`config.mk`:
```
export PLATFORM = sky130hd
export DESIGN_NAME = lft_cell
export DESIGN_NICKNAME = d
export VERILOG_FILES = /design/src/lft_pkg.sv /design/src/lft_cell.sv
export SDC_FILE = /design/constraint.sdc
export NUM_CORES = 1
export LEC_CHECK = 0
export BUFFER_PORTS_ARGS = -buffer_cell sky130_fd_sc_hd__buf_2
export CORE_MARGIN = 2
export CORE_UTILIZATION = 35
export DETAILED_ROUTE_END_ITERATION = 7
export GPL_TIMING_DRIVEN = 0
export PLACE_DENSITY = 0.7
export SETUP_SLACK_MARGIN = 0.1
export SLEW_MARGIN = 20
export SYNTH_ARGS = -nofsm -noshare
export SYNTH_HDL_FRONTEND = slang
export SYNTH_SLANG_ARGS = --single-unit
```
`constraint.sdc`:
```
create_clock -name clk -period 6.7 [get_ports clk]
set_input_delay 0.335 -clock clk [delete_from_list [all_inputs] [get_ports clk]]
set_output_delay 0.335 -clock clk [all_outputs]
set_load 0.1 [all_outputs]
```
`src/lft_pkg.sv`:
```
package lft_pkg;

	localparam int DEF_CAPACITY = 256;

	localparam int ADDR_W  = 32;
	localparam int PORT_W  = 16;
	localparam int PROTO_W = 8;
	localparam int VER_W   = 4;
	localparam int FLAGS_W = 8;
	localparam int STAMP_W = 32;
	localparam int IN_W    = 152;

	localparam int OUTC_W  = 2;
	localparam int OSLOT_W = 8;
	localparam int CFG_W   = 9;
	localparam int OUT_W   = 32;

	localparam logic [CFG_W-1:0]   MAX_FLOWS_RST = 9'd256;
	localparam logic [PROTO_W-1:0] PROTO_TCP     = 8'd6;
	localparam int FLAG_SYN = 1;
	localparam int FLAG_ACK = 4;

	localparam logic [OUTC_W-1:0] OUTC_HIT  = 2'd0;
	localparam logic [OUTC_W-1:0] OUTC_NEW  = 2'd1;
	localparam logic [OUTC_W-1:0] OUTC_DROP = 2'd2;

	typedef enum logic [1:0] {
		CMD_NONE,
		CMD_HIT,
		CMD_EVICT,
		CMD_INSERT
	} cmd_op_t;

endpackage

```
`src/lft_cell.sv`:
```
module lft_cell #(
	parameter int IDX_W   = 8,
	parameter int CELL_ID = 0
) (
	input  logic                        clk,
	input  logic                        arst_n,
	input  logic [lft_pkg::ADDR_W-1:0]  key_src,
	input  logic [lft_pkg::ADDR_W-1:0]  key_dst,
	input  logic [2*lft_pkg::PORT_W-1:0] key_ports,
	input  logic [2+3*IDX_W-1:0]        cmd,
	input  logic [4+5*IDX_W-1:0]        carry_in,
	output logic [4+5*IDX_W-1:0]        carry_out
);
	import lft_pkg::*;

	typedef struct packed {
		cmd_op_t          op;
		logic [IDX_W-1:0] slot;
		logic [IDX_W-1:0] rank;
		logic [IDX_W-1:0] ref_rank;
	} cmd_t;

	typedef struct packed {
		logic             vld;
		logic             pair;
		logic             hit;
		logic [IDX_W-1:0] hit_slot;
		logic [IDX_W-1:0] hit_rank;
		logic [IDX_W-1:0] r0_slot;
		logic [IDX_W-1:0] r1_slot;
		logic             free_fnd;
		logic [IDX_W-1:0] free_slot;
	} carry_t;

	localparam logic [IDX_W-1:0] MY_ID = IDX_W'(CELL_ID);

	cmd_t   c;
	carry_t ci, co_d, co_q;

	logic                  valid_q;
	logic [IDX_W-1:0]      rank_q;
	logic [ADDR_W-1:0]     src_q, dst_q;
	logic [2*PORT_W-1:0]   ports_q;
	logic                  pair_m, full_m, is_slot;

	assign c         = cmd_t'(cmd);
	assign ci        = carry_t'(carry_in);
	assign carry_out = co_q;
	assign is_slot   = (c.slot == MY_ID);
	assign pair_m    = valid_q && (src_q == key_src) && (dst_q == key_dst);
	assign full_m    = pair_m && (ports_q == key_ports);

	always_comb begin
		co_d      = ci;
		co_d.pair = ci.pair | pair_m;
		if (!ci.hit && full_m) begin
			co_d.hit      = 1'b1;
			co_d.hit_slot = MY_ID;
			co_d.hit_rank = rank_q;
		end
		if (valid_q && rank_q == '0) begin
			co_d.r0_slot = MY_ID;
		end
		if (valid_q && rank_q == IDX_W'(1)) begin
			co_d.r1_slot = MY_ID;
		end
		if (!ci.free_fnd && !valid_q) begin
			co_d.free_fnd  = 1'b1;
			co_d.free_slot = MY_ID;
		end
	end

	always_ff @(posedge clk or negedge arst_n) begin
		if (!arst_n) begin
			co_q <= '0;
		end else begin
			co_q <= co_d;
		end
	end

	always_ff @(posedge clk or negedge arst_n) begin
		if (!arst_n) begin
			valid_q <= 1'b0;
			rank_q  <= '0;
		end else begin
			case (c.op)
				CMD_HIT: begin
					if (is_slot) begin
						rank_q <= c.rank;
					end else if (valid_q && rank_q > c.ref_rank) begin
						rank_q <= rank_q - IDX_W'(1);
					end
				end
				CMD_EVICT: begin
					if (valid_q) begin
						if (rank_q == '0) begin
							valid_q <= 1'b0;
						end else begin
							rank_q <= rank_q - IDX_W'(1);
						end
					end
				end
				CMD_INSERT: begin
					if (is_slot) begin
						valid_q <= 1'b1;
						rank_q  <= c.rank;
					end
				end
				default: begin
				end
			endcase
		end
	end

	always_ff @(posedge clk) begin
		if (c.op == CMD_INSERT && is_slot) begin
			src_q   <= key_src;
			dst_q   <= key_dst;
			ports_q <= key_ports;
		end
	end

endmodule

```
* After elaboration in Yosys (flattened, before gate mapping)
Index checks and enable logic that the tools add are counted.
** Storage, ports and cells
- Logic and storage cells :: 60
- Bits in registers :: 149
- Input bits :: 168
- Output and inout port bits :: 44
** Operators by class
- Muxes and demuxes :: 14
- Eq/ne operators :: 11
- Magnitude comparators :: 1
- $add $sub $neg :: 1
- Reduce and logical (&&, ||, !) cells :: 18
- Bitwise logic cells :: 1
** Operator list (number)
- == test 32 bit :: 3
- 2-to-1 mux 8 bit :: 7
- case mux 8 bit (3 select lines) :: 1
- 2-to-1 mux 17 bit :: 1
- zero test 8 bit :: 2
- logical AND 1 bit :: 9
- 2-to-1 mux 9 bit :: 1
- == test 8 x 1 -> 1 bit, second input constant :: 1
- > comparator 8 bit :: 1
- subtractor 8 x 1 -> 8 bit, second input constant :: 1
- inequality test 2 bit, second input constant :: 3
- AND reduction 5 bit :: 1
- == test 2 bit, second input constant :: 2
- zero test 1 bit :: 3
- 2-to-1 mux 1 bit :: 3
- inequality test 3 bit, second input constant :: 1
- nonzero test 3 bit :: 1
- == test 2 x 1 -> 1 bit, second input constant :: 1
- case mux 1 bit (2 select lines) :: 1
- AND reduction 2 bit :: 1
- nonzero test 2 bit :: 1
- bitwise OR 1 bit :: 1

* Longest topological paths before layout
Gate-level depths: netlist of the first run.
- Depth after elaboration :: 6
- Mapped depth :: 9
- Mapped depth without buffers :: 8

* Least setup slack after synthesis of the first run
Ideal clock, no wire load.
- Path type :: input to register
- Start :: in cmd[21]
- End :: reg dst_q[0] (enable)
- Cell stages on the path :: 3
- Setup slack :: 1.252 ns
- Buffers on the path :: 0
- Data arrival time :: 4.895 ns
- Cells stage by stage :: nor4_1 > nand2_1 > nor2_1
** On the way
- Cells in the longest elaborated chain, start to end :: 2
** Ends and longest elaborated chain
- start, declared :: RTL line lft_cell.sv:10 : input logic [2+3*IDX_W-1:0] cmd,
- zero test 8 bit :: RTL line lft_cell.sv:49 : assign is_slot = (c.slot == MY_ID);
- logical AND 1 bit :: RTL line lft_cell.sv:116 : if (c.op == CMD_INSERT && is_slot) begin
- end signal, assigned :: RTL line lft_cell.sv:118 : dst_q <= key_dst;
- end, declared :: RTL line lft_cell.sv:42 : logic [ADDR_W-1:0] src_q, dst_q;
No other way between the ends.
A chain may end at the register's enable or synchronous reset.

==> results.md, run 1 <==
* Status: finished, final reports clean
* Cell mode on critical path: nand4_1
* Area Growth Syn to Fin at 32.8%
* Total Routing Usage GR at 15.1%
* Post-synth EDFFs at 96
* Port buffer count at 211
* Slew Limit Fails at 0
* Hold EP: carry_out[43]$_DFF_PN0_
* Final period util at 40.0%
* Reg2reg setup slack at 4.02 ns
* Largest net degree at the start of global routing at 54
* Crit Reg-Reg Endpoint: carry_out[31]$_DFF_PN0_
* Tmin final at 2.68 ns
* Hold path depth at 1
* Final #Nets at 853
* DRC at 0
* Worst-Margin Slew at 1.06 ns
* Fin cells at 912
* Worst r2r src: ports_q[22]$_DFFE_PP_
* # H-tree levels at 4
* Post-synth top area share at 45.9%
* Gpl congestion at 0.826
* Finished Cell Area at 8340 sq um
* Leakage power at 3.36 nW
* WHS at 0.0238 ns
* Syn avg cell area at 14.3 sq um
* Share of layout cells above drive strength 1 at 36.3%
* Via count at 4,237
* WL per Instance at 15.5 um
* Post-Route WL at 14.1 mm
* Std cell rows at 48
* Antenna Nets Post-Route at 0
* CTS clock-pin slew for the worst setup and hold paths at 0.06 ns
* Crit path buffers/inverters at 1
* Synthesized area at 6280 sq um
* Sequential share of the synthesized area at 67.0%
* Cells after Synth at 439
* VDD IR max at 0.169 mV
* Fillers at 1,563
* YS warnings at 0
* First-pass GRT wire length at 21.6 mm
* CTS tree: built
* Overall power at 2.40 mW
* Final Hold Viols at 0
* CP arrival at 2.97 ns
* # placed instances at 879
* CP Launch Type: flip-flop
* Yosys reg bits at 149
* Final worst slack at 4.02 ns
* Worst clock skew at 0.0131 ns
* Pre-CTS WS at 3.90 ns
* Multi-input gate area at 1990 sq um
* Iter 0 DRT Violations at 171
* Syn Nets at 618
* Cells resized by post-CTS repair at 0
* Worst path cell trace: xnor2_1, nand4_1, nor4_1, nand4_1, nor4_4, buf_6, mux2_1
* CP delay by family, top: simple AND/OR/NAND/NOR gates
* Via count of the first global-routing pass at 4,343
* Largest area contributor in the netlist: edfxtp_1
* Core area at 17,400 sq um
* Slew HR at 29.0%
* Die span in y at 138 um
* RSZ-0062 raised after global routing: no
* Post-DP HPWL at 10.7 mm
* Register area at 4210 sq um
* CTS root buf: clkbuf_16
* # Max-Cap Violations at 0
* P per Cell Area at 288 nW/um^2
* Crit path max fanout at 10
* Commonest cells post-synth: 96 x edfxtp_1, 77 x xnor2_1, 53 x dfrtp_1
* Antenna violations before repair at 2
* DP Area at 7730 sq um
* Vias per inst at 4.65
* CTS sink cnt at 149
* Slowest cell on the critical path: nor4_4
* Clk buf depth at 2
* I/O pin total at 212
* CP endpoint kind: flip-flop
* Final setup vio count at 0
* Initial Util at 36.1%
* Ys flop type: edfxtp_1
* Worst Min Path Start: carry_in[43]
* Die area at 19,000 sq um
* Async S/R FF share, synth at 35.6%
* GRT Residual Overflow at 0
* Die width at 138 um
* Fmax at 0.373 GHz
* Setup CP Type: flip-flop to flip-flop
* CP required at 6.99 ns
* Min-delay worst type: primary input to flip-flop
* Number of buffers created by CTS at 17
* Most frequent cell after synthesis: edfxtp_1
* Reg2Reg Depth at 7
* Top post-synthesis cells by area: edfxtp_1 46%, dfrtp_1 21%, xnor2_1 11%
* Core Util, Final at 47.9%
* Critical path's largest stage delay at 0.63 ns
* Detailed Routing Iterations Pass 1 at 4
* Post-synth cell types at 38
* Setup tns final at 0 ns
* Clock latency at the later pin of the worst-skew pair at 0.42 ns
## sequential cells by signal, indices dropped and copies added, names as in the netlist
signal / flops
ports_q: 32
carry_out: 44
valid_q: 1
dst_q: 32
src_q: 32
rank_q: 8
## routing by layer
metal	global-route usage [%]	vias up	wire, um
met5	0	-	16
met4	4.93	2	189
met3	5.67	18	1040
met2	24.4	128	6970
met1	18.8	2024	5930
li1	-	2065	-
## repair_timing
action / 4_1_cts / 5_1_grt
buffers inserted: 0 / 0
hold buffers: 1 / 0
endpoints found under the hold margin: 34 / 0
## final cells by class
type                            count  share of cell area [%]
Buffer                              5                   0.315
Inverter                           18                   0.810
Timing Repair Buffer              216                    14.0
Antenna cell                        1                  0.0300
Clock inverter                     11                    1.91
Clock buffer                       20                    5.24
Multi-Input combinational cell    267                    23.8
Sequential cell                   149                    50.5
Tap cell                          225                    3.38
## power by group
group          switching [mW]  internal [mW]  total [mW]
logic                   0.232          0.132       0.363
registers              0.0490           1.02        1.07
clock network           0.352          0.617       0.969
## cells in the final DEF (no fill, tap or decap), types with 8 or more instances in the layout
cell type  count
clkbuf_16     17
a21oi_1       11
nand4_1       24
edfxtp_1      96
nor4_1        11
xnor2_1       77
inv_1         18
and2_1         8
nor2b_1       33
nand2_1       10
nor2_1         8
o21ai_0        9
buf_2        210
ha_1          11
nor3_1        10
xor2_1         8
dfrtp_1       53
## how the worst max path moves through the flow
stage	slack, ns	end	cells after the start	start
3_3_place_gp	-1.00	src_q[8]$_DFFE_PP_	4	cmd[19]
4_1_cts	3.96	carry_out[31]$_DFF_PN0_	7	dst_q[16]$_DFFE_PP_
3_5_place_dp	3.90	carry_out[31]$_DFF_PN0_	8	key_dst[16]
6_report	4.02	carry_out[31]$_DFF_PN0_	7	ports_q[22]$_DFFE_PP_
2_1_floorplan	1.25	dst_q[0]$_DFFE_PP_	3	cmd[21]
5_1_grt	3.68	carry_out[31]$_DFF_PN0_	7	dst_q[16]$_DFFE_PP_
## cell families after synthesis
kind of cell / Yosys count / synth area share (%)
xor gates and xnor gates: 85 / 11.9
buffers and inverters: 23 / 1.49
muxes: 8 / 1.43
DFF: 149 / 67.0
and+or+nand+nor: 120 / 11.4
AOI/OAI and AO/OA: 43 / 4.64
adders and majority gates: 11 / 2.19
Note: power is estimated with default switching activity, not from simulation.
==> run 2, diff against run 1 <==
- ABC_AREA: not set -> 1
- PLACE_DENSITY: 0.7 -> 0.68
- clock period: 6.7 -> 2.7 ns (I/O delays scaled with it)
==> results.md, run 2 <==
* CTS root buf: clkbuf_16
* Post-synth top area share at 38.6%
* Post-DP HPWL at 14.7 mm
* Via count at 6,548
* Tmin final at 1.95 ns
* CP endpoint kind: flip-flop
* Clk buf depth at 2
* Hold EP: rank_q[4]$_DFFE_PN0P_
* # placed instances at 1,335
* Fin cells at 1,510
* Antenna Nets Post-Route at 0
* Area Growth Syn to Fin at 47.9%
* DRC at 0
* CTS Hold Bufs at 140
* Cells resized by post-CTS repair at 0
* Gpl congestion at 0.822
* Overall power at 6.72 mW
* GRT Residual Overflow at 0
* Post-synth EDFFs at 96
* Final period util at 72.2%
* Reg2reg setup slack at 0.75 ns
* Largest register FFs at 44
* Leakage power at 5.46 nW
* Vias per inst at 4.34
* Worst r2r src: rank_q[7]$_DFFE_PN0P_
* # Max-Cap Violations at 0
* Final worst slack at 0.752 ns
* Die span in y at 150 um
* Std cell rows at 53
* Fillers at 1,880
* Port buffer count at 211
* CTS clock-pin slew for the worst setup and hold paths at 0.06 ns
* Crit Reg-Reg Endpoint: rank_q[5]$_DFFE_PN0P_
* Share of layout cells above drive strength 1 at 21.5%
* Most common cell after layout, fill and taps aside: nand2_1
* Final Hold Viols at 0
* Via count of the first global-routing pass at 6,651
* Status: finished, final reports clean
* Largest family of logic cells by synthesized area: simple AND/OR/NAND/NOR gates
* Largest net degree at the start of global routing at 54
* Async S/R FF share, synth at 35.6%
* Slew Limit Fails at 0
* Number of buffers created by CTS at 17
* Post-CTS Setup Inserts at 0
* Syn Nets at 1,022
* Post-synthesis mux area share at 0%
* Post-Route WL at 20.3 mm
* Post-synthesis xor/xnor area fraction at 7.27%
* Commonest cells post-synth: 260 x nand2_1, 159 x inv_1, 96 x edfxtp_1
* Core area at 21,000 sq um
* Worst Min Path Start: cmd[12]
* Die width at 150 um
* Synthesized area at 7460 sq um
* Cells after Synth at 843
* Commonest non-fill, non-tap cells in the layout: 259 x nand2_1, 210 x buf_2, 159 x inv_1
* CTS sink cnt at 149
* Post-synthesis adder-cell area fraction at 1.84%
* Total Routing Usage GR at 18.4%
* Ys flop type: edfxtp_1
* Initial Util at 35.6%
* Worst clock skew at 0.00977 ns
* VDD IR max at 0.361 mV
* # H-tree levels at 4
* CP arrival at 2.30 ns
* Final setup vio count at 0
* Post-synth cell types at 28
* Synth Area in Simple Gates at 24.9%
* Fmax at 0.513 GHz
* WL per Instance at 13.5 um
* RSZ-0062 raised after global routing: no
* Detailed Routing Iterations Pass 1 at 4
* Sequential share of the synthesized area at 56.4%
* Slew HR at 50.4%
* Hold path depth at 5
* Min-delay worst type: primary input to flip-flop
* CP required at 3.06 ns
* Core Util, Final at 52.7%
* Most frequent cell after synthesis: nand2_1
* Final #Nets at 1,398
* P per Cell Area at 609 nW/um^2
* I/O pin total at 212
* Top post-synthesis cells by area: edfxtp_1 39%, dfrtp_1 18%, nand2_1 13%
* Clock latency at the later pin of the worst-skew pair at 0.43 ns
* Largest area contributor in the netlist: edfxtp_1
* YS warnings at 0
* Pre-CTS WS at 0.388 ns
* Crit path max fanout at 9
* Iter 0 DRT Violations at 307
* Antenna violations before repair at 4
* Yosys reg bits at 149
* First-pass GRT wire length at 32.1 mm
* Worst-Margin Slew at 0.741 ns
* CP Launch Type: flip-flop
* Setup CP Type: flip-flop to flip-flop
* Syn avg cell area at 8.85 sq um
* Reg2Reg Depth at 9
* Die area at 22,500 sq um
* Synth Area in Compound Gates at 1.32%
* CTS tree: built
## run 2: changes by cell type after synthesis, moves of 6 or more
cell and delta:
nand2_1 +250, inv_1 +141, nor2_1 +86, xnor2_1 -52
nor2b_1 -33, xor2_1 +29, nand3_1 +26, nor4_1 -9
nand2b_1 -7, mux2_2 -6
## run 2: power breakdown
group | total (mW) | switching, mW | internal [mW]
Clock | 2.43 | 0.939 | 1.49
Sequential | 2.69 | 0.131 | 2.56
Combinational | 1.61 | 1.07 | 0.536
Total | 6.72 | 2.14 | 4.58
## run 2: kinds of logic after synthesis
group / count (synthesis)
flops: 149
fa+ha+maj: 11
simple gates: 439
buf+inv: 163
compound gates: 19
xor+xnor: 62
## run 2: how the worst max path moves through the flow
stage,startpoint,cells past startpoint,endpoint
after floorplan,cmd[20],3,dst_q[0]$_DFFE_PP_
after global placement,cmd[20],4,dst_q[11]$_DFFE_PP_
after detailed placement,cmd[21],7,src_q[21]$_DFFE_PP_
after CTS,dst_q[14]$_DFFE_PP_,9,carry_out[34]$_DFF_PN0_
after global routing,rank_q[0]$_DFFE_PN0P_,12,rank_q[5]$_DFFE_PN0P_
final,rank_q[7]$_DFFE_PN0P_,9,rank_q[5]$_DFFE_PN0P_
## run 2: through the flow
stage	TNS, ns	cell area [sq um]	hold slack, ns
after detailed placement	0	9030	0.223
after global routing	0	11000	0.0906
after floorplan	-60.29	7510	-0.161
final	0	11000	0.0819
after CTS	0	11000	0.0600
after global placement	-185.01	8910	0.244
## run 2: layout make-up
| type | instances | area, sq um | share of cell area [%] |
|---|---|---|---|
| Inverter | 162 | 608 | 5.51 |
| Clock buffer | 27 | 547 | 4.95 |
| Timing Repair Buffer | 357 | 2570 | 23.3 |
| Multi-Input combinational cell | 531 | 2680 | 24.3 |
| Tap cell | 275 | 344 | 3.12 |
| Sequential cell | 149 | 4210 | 38.1 |
| Clock inverter | 5 | 56.3 | 0.510 |
| Buffer | 1 | 11.3 | 0.102 |
| Antenna cell | 3 | 7.51 | 0.0680 |
## run 2: metal layers
layer  vias to the layer above  part of all wire [%]  routed length [um]  GRT usage [%]
met5                         -                 0.074                  15              0
met4                         4                   2.0                 405           5.94
met3                        34                   5.6                1140           5.46
met2                       163                    51               10400           32.2
met1                      2973                    41                8420           21.6
li1                       3374                     -                   -              -
## run 2: worst max-delay path, cell delays in order (launching register included)
cell	delay [ns]
dfrtp_1	0.47
ha_1	0.35
nand4_1	0.12
nor3_1	0.18
nor3_1	0.07
nand2_1	0.08
nand3_2	0.17
nand2_1	0.28
nand2_1	0.09
nand2_1	0.08
==> run 3, diff against run 2 <==
- clock period: 2.7 -> 1.9 ns (I/O delays scaled with it)
==> results.md, run 3 (synthesis gave the netlist of run 2 again) <==
* CP required at 2.22 ns
* CP endpoint kind: flip-flop
* Antenna Nets Post-Route at 0
* Fmax at 0.548 GHz
* CTS clock-pin slew for the worst setup and hold paths at 0.06 ns
* Die area at 22,500 sq um
* # H-tree levels at 4
* Setup tns final at 0 ns
* Slew HR at 55.0%
* Largest net degree at the start of global routing at 54
* Pre-CTS WS at -0.372 ns
* First-pass GRT wire length at 32.5 mm
* Clk buf depth at 2
* CTS tree: built
* Worst-Margin Slew at 0.675 ns
* Die width at 150 um
* Setup CP Type: flip-flop to flip-flop
* Via count at 6,744
* Final Hold Viols at 0
* Gpl congestion at 0.822
* I/O pin total at 212
* Total Routing Usage GR at 18.7%
* Final period util at 96.1%
* Tmin final at 1.83 ns
* Iter 0 DRT Violations at 309
* Overall power at 10.0 mW
* Core Util, Final at 55.2%
* Initial Util at 35.6%
* Crit path buffers/inverters at 3
* CTS root buf: clkbuf_16
* Worst path cell trace: inv_2, nand2_1, nand2_1, nand2_1, nor2_2, nand2_1, nor2_1, nand2_2, nor2_4, nand4_4, buf_2, nand2_1, inv_1
* Cell mode on critical path: nand2_1
* Post-Route WL at 21.3 mm
* Largest register FFs at 44
* Vias per inst at 4.37
* WHS at 0.0398 ns
* Fin cells at 1,542
* Min-delay worst type: primary input to flip-flop
* Antenna violations before repair at 4
* Slew Limit Fails at 0
* CP delay by family, top: simple AND/OR/NAND/NOR gates
* Most common cell after layout, fill and taps aside: nand2_1
* Die span in y at 150 um
* Share of layout cells above drive strength 1 at 28.0%
* Commonest non-fill, non-tap cells in the layout: 242 x nand2_1, 211 x buf_2, 155 x inv_1
* Worst clock skew at 0.0106 ns
* Slowest cell on the critical path: edfxtp_1
* Crit path max fanout at 8
* Status: finished, final reports clean
* Fillers at 1,818
* Leakage power at 5.66 nW
* P per Cell Area at 866 nW/um^2
* # Max-Cap Violations at 0
* VDD IR max at 0.514 mV
* Via count of the first global-routing pass at 6,651
* Port buffer count at 211
* CP arrival at 2.15 ns
* CTS sink cnt at 149
* Std cell rows at 53
* Final setup vio count at 0
* Critical path's largest stage delay at 0.42 ns
* Final worst slack at 0.0736 ns
* # placed instances at 1,335
* Area Growth Syn to Fin at 54.9%
* DP Area at 9030 sq um
* Reg2reg setup slack at 0.07 ns
* Post-DP HPWL at 14.7 mm
* Clock latency at the later pin of the worst-skew pair at 0.43 ns
* Core area at 21,000 sq um
* GRT Residual Overflow at 0
* Final #Nets at 1,430
* DRC at 0
* Number of buffers created by CTS at 17
* Detailed Routing Iterations Pass 1 at 4
* RSZ-0062 raised after global routing: yes
* Finished Cell Area at 11,600 sq um
* WL per Instance at 13.8 um
* CP Launch Type: flip-flop
run 3: cell count changes in the layout (fill, tap and decap cells not counted), moves of 8 or more:
cell / previous run / this run
nor2_1: 95 / 84
buf_4: 1 / 28
nor2_2: 3 / 11
nand2_1: 259 / 242
nand2_2: 5 / 20
run 3: worst paths after layout:
| kind | from | to | depth (start not counted) |
|---|---|---|---|
| min reg2reg | rank_q[3]$_DFFE_PN0P_ | rank_q[3]$_DFFE_PN0P_ | 2 |
| min in group asynchronous | arst_n | rank_q[4]$_DFFE_PN0P_ | 2 |
| max reg2reg | src_q[22]$_DFFE_PP_ | carry_out[36]$_DFF_PN0_ | 13 |
| max | src_q[22]$_DFFE_PP_ | carry_out[36]$_DFF_PN0_ | 13 |
| min | cmd[9] | rank_q[1]$_DFFE_PN0P_ | 5 |
| max in group asynchronous | arst_n | rank_q[5]$_DFFE_PN0P_ | 2 |
run 3: layout make-up:
| class | count | area [sq um] | area share (%) |
|---|---|---|---|
| buffer | 1 | 11.3 | 0.0974 |
| clock buffer | 27 | 547 | 4.73 |
| tap | 275 | 344 | 2.98 |
| multi-input combinational | 533 | 2970 | 25.7 |
| sequential | 149 | 4220 | 36.5 |
| timing repair buffer | 387 | 2800 | 24.2 |
| clock inverter | 5 | 56.3 | 0.487 |
| inverter | 162 | 608 | 5.26 |
| antenna | 3 | 7.51 | 0.0649 |
run 3: worst register-to-register path, stage by stage, from the launching register on:
cell      delay, ns
edfxtp_1       0.42
inv_2          0.08
nand2_1        0.04
nand2_1        0.07
nand2_1        0.06
nor2_2         0.14
nand2_1        0.06
nor2_1         0.15
nand2_2        0.10
nor2_4         0.12
nand4_4        0.18
buf_2          0.21
nand2_1        0.06
inv_1          0.04
run 3: layer usage:
layer  vias to the layer above  part of all wire, %  GRT usage [%]
li1                       3442                    -              -
met1                      3074                   41           22.2
met2                       193                   52           32.7
met3                        31                  5.9           5.40
met4                         4                  1.7           5.85
met5                         -                0.070              0
run 3: timing repair:
action                                  CTS  global route
gates resized for setup                  17            52
cloned                                    1             2
endpoints found under the setup margin   40            51
setup buffers                             4            23
endpoints found under the hold margin   192             0
pin swaps                                 3            25
hold buffers                            142             0
run 3: power by group:
part,switching [mW],internal (mW)
sequential,0.175,3.65
clock,1.34,2.11
combinational,1.70,1.03
